<file path="src/pfc_pkg.sv">
package pfc_pkg;

  localparam int unsigned QUEUE_DEPTH = 2;

  localparam logic [2:0] ACT_CLEAR   = 3'd0;
  localparam logic [2:0] ACT_KEY     = 3'd1;
  localparam logic [2:0] ACT_FINISH  = 3'd2;
  localparam logic [2:0] ACT_ENCRYPT = 3'd3;
  localparam logic [2:0] ACT_DECRYPT = 3'd4;

  localparam logic [4:0] LETTER_I = 5'd8;
  localparam logic [4:0] LETTER_J = 5'd9;
  localparam logic [4:0] LETTER_Z = 5'd25;
  localparam logic [4:0] LETTERS  = 5'd26;
  localparam logic [4:0] CELLS    = 5'd25;
  localparam logic [2:0] SIDE_MAX = 3'd4;

  typedef enum logic [2:0] {
    OP_NOP,
    OP_CLEAR,
    OP_KEY,
    OP_FINISH,
    OP_PAIR
  } pfc_op_e;

  typedef enum logic [1:0] {
    ST_IDLE,
    ST_FILL,
    ST_CORNER,
    ST_EMIT
  } pfc_state_e;

  typedef struct packed {
    pfc_op_e    op;
    logic       decrypt;
    logic [4:0] letter_a;
    logic [4:0] letter_b;
  } pfc_cmd_t;

  typedef struct packed {
    logic [4:0] out_first;
    logic [4:0] out_second;
    logic       status;
  } pfc_res_t;

  // Row of a cell index 0..24 in the 5x5 square.
  function automatic logic [2:0] pfc_row(input logic [4:0] pos);
    logic [2:0] row;
    if (pos >= 5'd20) begin
      row = 3'd4;
    end else if (pos >= 5'd15) begin
      row = 3'd3;
    end else if (pos >= 5'd10) begin
      row = 3'd2;
    end else if (pos >= 5'd5) begin
      row = 3'd1;
    end else begin
      row = 3'd0;
    end
    return row;
  endfunction

  function automatic logic [4:0] pfc_cell(input logic [2:0] row, input logic [2:0] col);
    logic [4:0] base;
    base = {row, 2'b00} + 5'(row);
    return base + 5'(col);
  endfunction

  function automatic logic [2:0] pfc_col(input logic [4:0] pos);
    logic [4:0] base;
    base = pfc_cell(pfc_row(pos), 3'd0);
    return 3'(pos - base);
  endfunction

  // One step along a row or column with wrap; decrypt steps backward.
  function automatic logic [2:0] pfc_step(input logic [2:0] v, input logic decrypt);
    logic [2:0] r;
    if (decrypt) begin
      r = (v == 3'd0) ? SIDE_MAX : v - 3'd1;
    end else begin
      r = (v == SIDE_MAX) ? 3'd0 : v + 3'd1;
    end
    return r;
  endfunction

endpackage

</file>
<file path="src/pfc_if.sv">
interface pfc_in_if;
  logic       valid;
  logic       ready;
  logic [2:0] action;
  logic [4:0] first_letter;
  logic [4:0] second_letter;

  modport source (output valid, output action, output first_letter, output second_letter,
                  input ready);
  modport sink (input valid, input action, input first_letter, input second_letter,
                output ready);
endinterface

interface pfc_out_if;
  logic       valid;
  logic       ready;
  logic [4:0] out_first;
  logic [4:0] out_second;
  logic       status;

  modport source (output valid, output out_first, output out_second, output status,
                  input ready);
  modport sink (input valid, input out_first, input out_second, input status,
                output ready);
endinterface

</file>
<file path="src/pfc_front.sv">
module pfc_front (
  pfc_in_if.sink             in_i,
  output pfc_pkg::pfc_cmd_t  cmd_o,
  output logic               cmd_valid_o,
  input  logic               cmd_ready_i
);

  logic [4:0] sat_a;
  logic [4:0] sat_b;

  assign in_i.ready  = cmd_ready_i;
  assign cmd_valid_o = in_i.valid;

  always_comb begin
    sat_a = (in_i.first_letter > pfc_pkg::LETTER_Z) ? pfc_pkg::LETTER_Z : in_i.first_letter;
    sat_b = (in_i.second_letter > pfc_pkg::LETTER_Z) ? pfc_pkg::LETTER_Z : in_i.second_letter;

    cmd_o.op       = pfc_pkg::OP_NOP;
    cmd_o.decrypt  = 1'b0;
    // The letter j shares the cell of i, both in the key and in pairs.
    cmd_o.letter_a = (sat_a == pfc_pkg::LETTER_J) ? pfc_pkg::LETTER_I : sat_a;
    cmd_o.letter_b = (sat_b == pfc_pkg::LETTER_J) ? pfc_pkg::LETTER_I : sat_b;

    unique case (in_i.action) inside
      pfc_pkg::ACT_CLEAR: begin
        cmd_o.op = pfc_pkg::OP_CLEAR;
      end
      pfc_pkg::ACT_KEY: begin
        // A key letter outside a to z leaves the square alone.
        cmd_o.op = (in_i.first_letter < pfc_pkg::LETTERS) ? pfc_pkg::OP_KEY : pfc_pkg::OP_NOP;
      end
      pfc_pkg::ACT_FINISH: begin
        cmd_o.op = pfc_pkg::OP_FINISH;
      end
      pfc_pkg::ACT_ENCRYPT, pfc_pkg::ACT_DECRYPT: begin
        cmd_o.op      = pfc_pkg::OP_PAIR;
        cmd_o.decrypt = (in_i.action == pfc_pkg::ACT_DECRYPT);
      end
      default: begin
        cmd_o.op = pfc_pkg::OP_NOP;
      end
    endcase
  end

endmodule

</file>
<file path="src/pfc_queue.sv">
module pfc_queue #(
  parameter int unsigned Depth = pfc_pkg::QUEUE_DEPTH
) (
  input  logic               clk_i,
  input  logic               rst_ni,
  input  pfc_pkg::pfc_cmd_t  push_data_i,
  input  logic               push_valid_i,
  output logic               push_ready_o,
  output pfc_pkg::pfc_cmd_t  pop_data_o,
  output logic               pop_valid_o,
  input  logic               pop_i
);

  localparam int unsigned PtrW = (Depth > 1) ? $clog2(Depth) : 1;
  localparam int unsigned CntW = $clog2(Depth + 1);
  localparam logic [PtrW-1:0] LastPtr = PtrW'(Depth - 1);
  localparam logic [CntW-1:0] Full    = CntW'(Depth);

  pfc_pkg::pfc_cmd_t entry_q [Depth];
  logic [PtrW-1:0]   wr_ptr_q, wr_ptr_d;
  logic [PtrW-1:0]   rd_ptr_q, rd_ptr_d;
  logic [CntW-1:0]   count_q, count_d;
  logic              push;
  logic              pop;

  assign push_ready_o = (count_q != Full);
  assign pop_valid_o  = (count_q != '0);
  assign pop_data_o   = entry_q[rd_ptr_q];
  assign push         = push_valid_i && push_ready_o;
  assign pop          = pop_i && pop_valid_o;

  always_comb begin
    wr_ptr_d = wr_ptr_q;
    rd_ptr_d = rd_ptr_q;
    count_d  = count_q;
    if (push) begin
      wr_ptr_d = (wr_ptr_q == LastPtr) ? '0 : wr_ptr_q + PtrW'(1);
    end
    if (pop) begin
      rd_ptr_d = (rd_ptr_q == LastPtr) ? '0 : rd_ptr_q + PtrW'(1);
    end
    if (push && !pop) begin
      count_d = count_q + CntW'(1);
    end else if (pop && !push) begin
      count_d = count_q - CntW'(1);
    end
  end

  always_ff @(posedge clk_i or negedge rst_ni) begin
    if (!rst_ni) begin
      wr_ptr_q <= '0;
      rd_ptr_q <= '0;
      count_q  <= '0;
    end else begin
      wr_ptr_q <= wr_ptr_d;
      rd_ptr_q <= rd_ptr_d;
      count_q  <= count_d;
    end
  end

  always_ff @(posedge clk_i) begin
    if (push) begin
      entry_q[wr_ptr_q] <= push_data_i;
    end
  end

endmodule

</file>
<file path="src/pfc_back.sv">
module pfc_back (
  input  logic               clk_i,
  input  logic               rst_ni,
  input  pfc_pkg::pfc_cmd_t  cmd_i,
  input  logic               cmd_valid_i,
  output logic               cmd_pop_o,
  output pfc_pkg::pfc_res_t  res_o,
  output logic               res_valid_o,
  input  logic               res_ready_i
);

  pfc_pkg::pfc_state_e state_q, state_d;
  logic [25:0]         letter_used_q, letter_used_d;
  logic [4:0]          fill_count_q, fill_count_d;
  logic                key_ready_q, key_ready_d;
  logic [4:0]          fill_letter_q, fill_letter_d;
  logic                out_valid_q, out_valid_d;
  pfc_pkg::pfc_res_t   out_q;
  pfc_pkg::pfc_res_t   res_q, res_d;
  logic                decrypt_q;
  logic [4:0]          pos_a_q, pos_b_q;

  logic [4:0] key_square_q [25];
  logic [4:0] letter_pos_q [26];

  logic       place_en;
  logic       place_ok;
  logic [4:0] place_letter;
  logic       pos_rd;
  logic       sq_rd;
  logic       res_ld;
  logic       out_load;

  logic [2:0] row_a, col_a, row_b, col_b;
  logic [2:0] nrow_a, ncol_a, nrow_b, ncol_b;
  logic [4:0] cell_a, cell_b;

  assign place_ok = place_en && (fill_count_q < pfc_pkg::CELLS)
                    && !letter_used_q[place_letter];

  // Digraph rules on the two looked-up positions.
  always_comb begin
    row_a  = pfc_pkg::pfc_row(pos_a_q);
    col_a  = pfc_pkg::pfc_col(pos_a_q);
    row_b  = pfc_pkg::pfc_row(pos_b_q);
    col_b  = pfc_pkg::pfc_col(pos_b_q);
    nrow_a = row_a;
    ncol_a = col_a;
    nrow_b = row_b;
    ncol_b = col_b;
    if (row_a == row_b) begin
      ncol_a = pfc_pkg::pfc_step(col_a, decrypt_q);
      ncol_b = pfc_pkg::pfc_step(col_b, decrypt_q);
    end else if (col_a == col_b) begin
      nrow_a = pfc_pkg::pfc_step(row_a, decrypt_q);
      nrow_b = pfc_pkg::pfc_step(row_b, decrypt_q);
    end else begin
      ncol_a = col_b;
      ncol_b = col_a;
    end
    cell_a = pfc_pkg::pfc_cell(nrow_a, ncol_a);
    cell_b = pfc_pkg::pfc_cell(nrow_b, ncol_b);
  end

  always_comb begin
    state_d       = state_q;
    letter_used_d = letter_used_q;
    fill_count_d  = fill_count_q;
    key_ready_d   = key_ready_q;
    fill_letter_d = fill_letter_q;
    cmd_pop_o     = 1'b0;
    place_en      = 1'b0;
    place_letter  = cmd_i.letter_a;
    pos_rd        = 1'b0;
    sq_rd         = 1'b0;
    res_ld        = 1'b0;
    res_d         = '0;
    out_load      = 1'b0;

    unique case (state_q)
      pfc_pkg::ST_IDLE: begin
        if (cmd_valid_i) begin
          cmd_pop_o = 1'b1;
          state_d   = pfc_pkg::ST_EMIT;
          res_ld    = 1'b1;
          unique case (cmd_i.op)
            pfc_pkg::OP_CLEAR: begin
              letter_used_d = '0;
              fill_count_d  = '0;
              key_ready_d   = 1'b0;
            end
            pfc_pkg::OP_KEY: begin
              place_en = 1'b1;
            end
            pfc_pkg::OP_FINISH: begin
              fill_letter_d = '0;
              state_d       = pfc_pkg::ST_FILL;
              res_ld        = 1'b0;
            end
            pfc_pkg::OP_PAIR: begin
              if (!key_ready_q) begin
                res_d.status = 1'b1;
              end else begin
                pos_rd  = 1'b1;
                res_ld  = 1'b0;
                state_d = pfc_pkg::ST_CORNER;
              end
            end
            pfc_pkg::OP_NOP: begin
            end
            default: begin
            end
          endcase
        end
      end
      pfc_pkg::ST_FILL: begin
        // Walk a to z once, placing every letter but j that the key did not use.
        place_en     = (fill_letter_q != pfc_pkg::LETTER_J);
        place_letter = fill_letter_q;
        if (fill_letter_q == pfc_pkg::LETTER_Z) begin
          key_ready_d = 1'b1;
          res_ld      = 1'b1;
          state_d     = pfc_pkg::ST_EMIT;
        end else begin
          fill_letter_d = fill_letter_q + 5'd1;
        end
      end
      pfc_pkg::ST_CORNER: begin
        sq_rd   = 1'b1;
        state_d = pfc_pkg::ST_EMIT;
      end
      pfc_pkg::ST_EMIT: begin
        if (!out_valid_q || res_ready_i) begin
          out_load = 1'b1;
          state_d  = pfc_pkg::ST_IDLE;
        end
      end
      default: begin
        state_d = pfc_pkg::ST_IDLE;
      end
    endcase

    if (place_ok) begin
      letter_used_d[place_letter] = 1'b1;
      fill_count_d                = fill_count_q + 5'd1;
    end
  end

  always_comb begin
    if (out_load) begin
      out_valid_d = 1'b1;
    end else if (res_ready_i) begin
      out_valid_d = 1'b0;
    end else begin
      out_valid_d = out_valid_q;
    end
  end

  always_ff @(posedge clk_i or negedge rst_ni) begin
    if (!rst_ni) begin
      state_q       <= pfc_pkg::ST_IDLE;
      letter_used_q <= '0;
      fill_count_q  <= '0;
      key_ready_q   <= 1'b0;
      fill_letter_q <= '0;
      out_valid_q   <= 1'b0;
    end else begin
      state_q       <= state_d;
      letter_used_q <= letter_used_d;
      fill_count_q  <= fill_count_d;
      key_ready_q   <= key_ready_d;
      fill_letter_q <= fill_letter_d;
      out_valid_q   <= out_valid_d;
    end
  end

  always_ff @(posedge clk_i) begin
    if (place_ok) begin
      key_square_q[fill_count_q] <= place_letter;
      letter_pos_q[place_letter] <= fill_count_q;
    end
    if (pos_rd) begin
      pos_a_q   <= letter_pos_q[cmd_i.letter_a];
      pos_b_q   <= letter_pos_q[cmd_i.letter_b];
      decrypt_q <= cmd_i.decrypt;
    end
    if (sq_rd) begin
      res_q.out_first  <= key_square_q[cell_a];
      res_q.out_second <= key_square_q[cell_b];
      res_q.status     <= 1'b0;
    end else if (res_ld) begin
      res_q <= res_d;
    end
    if (out_load) begin
      out_q <= res_q;
    end
  end

  assign res_o       = out_q;
  assign res_valid_o = out_valid_q;

endmodule

</file>
<file path="src/playfair_digraph_cipher.sv">
// Playfair cipher over a 5x5 key square, one result word per input word. A clear word
// starts a new key, key-letter words place letters in order (j counts as i, repeats are
// dropped), and a finish word fills the remaining cells with the unused letters and
// arms the square; pair words then encrypt or decrypt two letters, or return status 1
// while the square is not armed. Input words pass a classifier into a small queue
// (QueueDepth words), so the input keeps accepting while the sequencer behind it works.
// The sequencer handles one word at a time: clear, key-letter and unused words go
// straight to the result stage, pair words pass position lookup, then square lookup,
// then the result stage, and a finish word walks a to z one letter per cycle through the
// single write port of the key square before its result stage. Results leave through an
// output register that holds a word until it is taken.
module playfair_digraph_cipher #(
  parameter int unsigned QueueDepth = pfc_pkg::QUEUE_DEPTH
) (
  input logic        clk_i,
  input logic        rst_ni,
  pfc_in_if.sink     in_i,
  pfc_out_if.source  out_o
);

  pfc_pkg::pfc_cmd_t front_cmd;
  logic              front_valid;
  logic              front_ready;
  pfc_pkg::pfc_cmd_t queue_cmd;
  logic              queue_valid;
  logic              queue_pop;
  pfc_pkg::pfc_res_t res;
  logic              res_valid;

  pfc_front u_front (
    .in_i        (in_i),
    .cmd_o       (front_cmd),
    .cmd_valid_o (front_valid),
    .cmd_ready_i (front_ready)
  );

  pfc_queue #(
    .Depth (QueueDepth)
  ) u_queue (
    .clk_i        (clk_i),
    .rst_ni       (rst_ni),
    .push_data_i  (front_cmd),
    .push_valid_i (front_valid),
    .push_ready_o (front_ready),
    .pop_data_o   (queue_cmd),
    .pop_valid_o  (queue_valid),
    .pop_i        (queue_pop)
  );

  pfc_back u_back (
    .clk_i       (clk_i),
    .rst_ni      (rst_ni),
    .cmd_i       (queue_cmd),
    .cmd_valid_i (queue_valid),
    .cmd_pop_o   (queue_pop),
    .res_o       (res),
    .res_valid_o (res_valid),
    .res_ready_i (out_o.ready)
  );

  assign out_o.valid      = res_valid;
  assign out_o.out_first  = res.out_first;
  assign out_o.out_second = res.out_second;
  assign out_o.status     = res.status;

endmodule

</file>
<file path="src/flat_wrapper.sv">
// flat-port wrapper written by rule: the top's interface ports become plain ports
module playfair_digraph_cipher_flat 
#(
  parameter int unsigned QueueDepth = pfc_pkg::QUEUE_DEPTH
)
  (clk_i, rst_ni, in_i_valid, in_i_action, in_i_first_letter, in_i_second_letter, in_i_ready, out_o_valid, out_o_out_first, out_o_out_second, out_o_status, out_o_ready);
  pfc_in_if in_i_i ();
  pfc_out_if out_o_i ();
  input logic clk_i;
  input logic rst_ni;
  input wire logic [$bits(in_i_i.valid)-1:0] in_i_valid;
  input wire logic [$bits(in_i_i.action)-1:0] in_i_action;
  input wire logic [$bits(in_i_i.first_letter)-1:0] in_i_first_letter;
  input wire logic [$bits(in_i_i.second_letter)-1:0] in_i_second_letter;
  output wire logic [$bits(in_i_i.ready)-1:0] in_i_ready;
  output wire logic [$bits(out_o_i.valid)-1:0] out_o_valid;
  output wire logic [$bits(out_o_i.out_first)-1:0] out_o_out_first;
  output wire logic [$bits(out_o_i.out_second)-1:0] out_o_out_second;
  output wire logic [$bits(out_o_i.status)-1:0] out_o_status;
  input wire logic [$bits(out_o_i.ready)-1:0] out_o_ready;
  assign in_i_i.valid = in_i_valid;
  assign in_i_i.action = in_i_action;
  assign in_i_i.first_letter = in_i_first_letter;
  assign in_i_i.second_letter = in_i_second_letter;
  assign in_i_ready = in_i_i.ready;
  assign out_o_valid = out_o_i.valid;
  assign out_o_out_first = out_o_i.out_first;
  assign out_o_out_second = out_o_i.out_second;
  assign out_o_status = out_o_i.status;
  assign out_o_i.ready = out_o_ready;
  playfair_digraph_cipher #(.QueueDepth(QueueDepth)) u_core (.clk_i(clk_i), .rst_ni(rst_ni), .in_i(in_i_i), .out_o(out_o_i));
endmodule
</file>
<file path="config.mk">
export PLATFORM = sky130hd
export DESIGN_NAME = playfair_digraph_cipher_flat
export DESIGN_NICKNAME = d
export VERILOG_FILES = /design/src/pfc_pkg.sv /design/src/pfc_if.sv /design/src/pfc_front.sv /design/src/pfc_queue.sv /design/src/pfc_back.sv /design/src/playfair_digraph_cipher.sv /design/src/flat_wrapper.sv
export SDC_FILE = /design/constraint.sdc
export NUM_CORES = 1
export LEC_CHECK = 0
export BUFFER_PORTS_ARGS = -buffer_cell sky130_fd_sc_hd__buf_2
export CORE_UTILIZATION = 54
export DETAILED_ROUTE_END_ITERATION = 6
export GPL_TIMING_DRIVEN = 0
export PLACE_DENSITY = 0.79
export SYNTH_ARGS = -nofsm -noshare
export SYNTH_HDL_FRONTEND = slang
export SYNTH_SLANG_ARGS = --single-unit
</file>
<file path="constraint.sdc">
create_clock -name clk_i -period 5.9 [get_ports clk_i]
set_input_delay 0.885 -clock clk_i [delete_from_list [all_inputs] [get_ports clk_i]]
set_output_delay 0.885 -clock clk_i [all_outputs]
set_load 0.03 [all_outputs]
</file>
==> impl_results.md <==
- Status: finished with violations
- Failing checks: DRC, setup timing
- Worst slew pin tran: 1390 ps
- Crit Path Class: reg -> reg
- Count of final setup violators: 1
- HP Class: reg -> reg
- Leakage: approximately 0.0074 uW
- Remaining antenna violation count: 0
- CTS clk-pin slew, worst paths: 60 ps
- Synth warn: 0
- # diodes: 0
- Avg WL per Cell: 24.1 um
- DRC Markers: 4
- Vias post-DR: 12800
- Synth top area cells: edfxtp_1 52%, mux4_2 13%, dfrtp_1 6.0%
- Register area: 10600 sq um
- Largest net degree at the start of global routing: 45
- Chip height: 186 um
- CTS Sinks: 360
- Max-Cap Viols: 0
- Worst Slack Setup Final: -8.61 ps
- Yosys reg bits: 360
- Post-Route WL: 47.0 mm
- CORE AREA: 32900 sq um
- Total power: 9010 uW
- Vias per cell: 6.54
- Maximum VDD drop: 380 uV
- Pre-CTS setup slack: -1150 ps
- First-pass GRT wire length: 71.3 mm
- Max-slew violations: 0
- Area of the multi-input gates: 7340 sq um
- Fin area: 20700 sq um
- Die Wd: 186 um
- Share of the synthesized area in the top cell type: 51.8%
- Worst Path Max Fanout: 8
- Hold_ws: 408 ps
- CTS Buffer Depth: 3
- Post-synth top cells: 315 x edfxtp_1, 264 x nand2_1, 102 x mux4_2
- Worst path required time: 6250 ps
- Final hold violations: 0
- Initial Util: 55.5%
- Area leader, netlist: edfxtp_1
- Initial DRC count: 1677
- Root buf cell: clkbuf_16
- Die Area: 34500 sq um
- Fin Setup TNS: -8.61 ps
- CTS tree: yes
- Synth unique cells: 72
- Placed Area: about 19000 sq um
- Pwr dens: 435 nW/um^2
- Most used DFF post-synth: edfxtp_1
- Min Tclk post-route: 5910 ps
- Hold Buf Count CTS: 0
- Gpl congestion: 0.926
- Worst slew margin: 4.38%
- Htree depth: 2
- Tot GR Track Use: 27.8%
- CP Capture Type: register
- Nets: 1540
- Hpwl dp: 30.8 mm
- Synth Net Count: about 1500
- Async SR Flop Fraction: 12.2%
- Seq/Total Area, Yosys: 58.0%
- Number of port buffers: 29
- # fillers: 2386
- 1st-pass router iterations: 7
- Worst-Skew Late Latency: 540 ps
- Cell Area, Synth: 18300 sq um
- Initial antenna violation count: 0
- EDFF count, synth: between 300 and 400
- Skew final: 29.4 ps
- Crit path arrival time: approximately 6300 ps
- Startpoint types: register
- Row cnt: 66
- # IOs: 30
- Count leader, synth: edfxtp_1
- Syn Inst Count: 1394
- Vias in the first global route: 12600
- GR Overflow Total: 0
- Fmax: 0.169 GHz
- CTS Buf Count: 38
- Mean Syn Cell Area: 13.1 sq um
- Area grow syn2layout: 13.4%
- Layout cells sized above 1: 19.5%
- Period utilization: 100%
==> kinds of logic (layout without fill, tap and decap cells) <==
logic type | Yosys count | count (layout) | synth area share [%]
adder cells (fa/ha/maj) | 41 | 41 | 3.06
multiplexers | 163 | 163 | 16.1
buffers and inverters | 128 | 244 | 2.89
flip-flops | 360 | 360 | 58.0
AND/OR/NAND/NOR | 471 | 471 | 11.3
AO/OA/AOI/OAI | 215 | 215 | 7.76
XOR/XNOR | 16 | 16 | 0.912
==> layout by cell type (no fill, tap or decap), types with 5 or more instances in the layout <==
| cell | synthesis | layout |
|---|---|---|
| a21oi_1 | 36 | 35 |
| ha_1 | 35 | 33 |
| a311oi_1 | 25 | 25 |
| and2_1 | 7 | 5 |
| mux4_2 | 102 | 102 |
| dfrtp_1 | 44 | 44 |
| o21ai_1 | 10 | 10 |
| nand2_1 | 264 | 263 |
| o31ai_1 | 9 | 9 |
| nor2_1 | 88 | 87 |
| o21ai_0 | 60 | 60 |
| or3_1 | 5 | 5 |
| mux2_2 | 11 | 9 |
| mux2i_1 | 46 | 42 |
| xnor2_1 | 10 | 7 |
| o211ai_1 | 14 | 14 |
| buf_2 | 10 | 39 |
| nor2b_1 | 5 | 5 |
| a31oi_1 | 9 | 9 |
| clkbuf_8 | 0 | 8 |
| clkbuf_1 | 55 | 59 |
| o311ai_0 | 9 | 8 |
| buf_4 | 3 | 23 |
| mux2_4 | 3 | 5 |
| nand2b_1 | 12 | 12 |
| edfxtp_1 | 315 | 315 |
| and3_1 | 27 | 27 |
| nand3_1 | 37 | 37 |
| clkbuf_16 | 0 | 40 |
| inv_1 | 46 | 44 |
==> routing by layer <==
metal / share of wire (%) / wire length (um) / vias up / GRT usage [%]
met2: 49 / 23300 / 857 / 46.4
li1: - / - / 5455 / -
met3: 9.4 / 4430 / 145 / 3.62
met1: 37 / 17500 / 6301 / 36.6
met5: 0 / 0 / - / 0
met4: 4.0 / 1870 / 0 / 12.1
==> critical path, stage by stage, from the launching register on <==
cell      delay [ps]
edfxtp_1         410
buf_2            240
nand2_1          160
a211oi_4         360
nor2_2           130
xnor2_2          220
inv_1             90
ha_1             210
nor2_1           180
fa_2             530
xnor2_1          170
nand2_1          110
nor4b_4          270
buf_6            180
buf_4            130
mux2i_4          290
fa_1             500
inv_1            120
fa_2             450
buf_8            170
buf_12           140
mux2i_2          150
o21ai_0          200
nand2_1          120
mux2i_2          220
==> cell type report <==
class / count / share of cell area (%)
inverter: 49 / 0.901
clock inverter: 11 / 0.786
multi-input combinational: 906 / 35.5
timing repair buffer: 50 / 1.66
buffer: 77 / 2.06
clock buffer: 57 / 5.34
tap: 442 / 2.67
sequential: 360 / 51.1
==> flip-flops by register name, summed over array words and instances, names as in the netlist, 5 cells and up <==
register                     count
u_core.u_queue.entry_q          28
u_core.u_back.pos_b_q            5
u_core.u_back.key_square_q     125
u_core.u_back.letter_pos_q     130
u_core.u_back.pos_a_q            5
u_core.u_back.fill_letter_q      5
u_core.u_back.letter_used_q     26
u_core.u_back.fill_count_q       5
u_core.u_back.res_o             11
u_core.u_back.res_q             11
==> through the flow <==
step                std cells  util [%]
floorplan                1394         -
finish                   1952      63.0
global route             1952      63.0
global placement         1865      57.7
detailed placement       1866      57.8
CTS                      1944      62.5
==> path summary, 6_finish.rpt <==
check,from,to,slack (ps),cells after the start
hold / removal,u_core.u_back.res_q[5],u_core.u_back.res_o[5],410,0
setup reg to reg,u_core.u_back.pos_a_q[1],u_core.u_back.res_q[1],-9,24
setup / recovery,u_core.u_back.pos_a_q[1],u_core.u_back.res_q[1],-9,24
hold reg to reg,u_core.u_back.res_q[5],u_core.u_back.res_o[5],410,0
min in group asynchronous,rst_ni,u_core.u_back.fill_letter_q[3],530,1
max in group asynchronous,rst_ni,u_core.u_back.letter_used_q[8],4730,1
==> report_power, final <==
group	switching [uW]	internal [uW]
registers	270	3420
logic	1960	910
clock network	969	1470
total	3200	5810
==> repair_timing <==
item / 4_1_cts / 5_1_grt
setup buffers: 11 / 9
pin swaps: 5 / 5
gates resized for setup: 62 / 23
setup endpoints to repair: 10 / 10
Power figures use the tool's default switching activity.
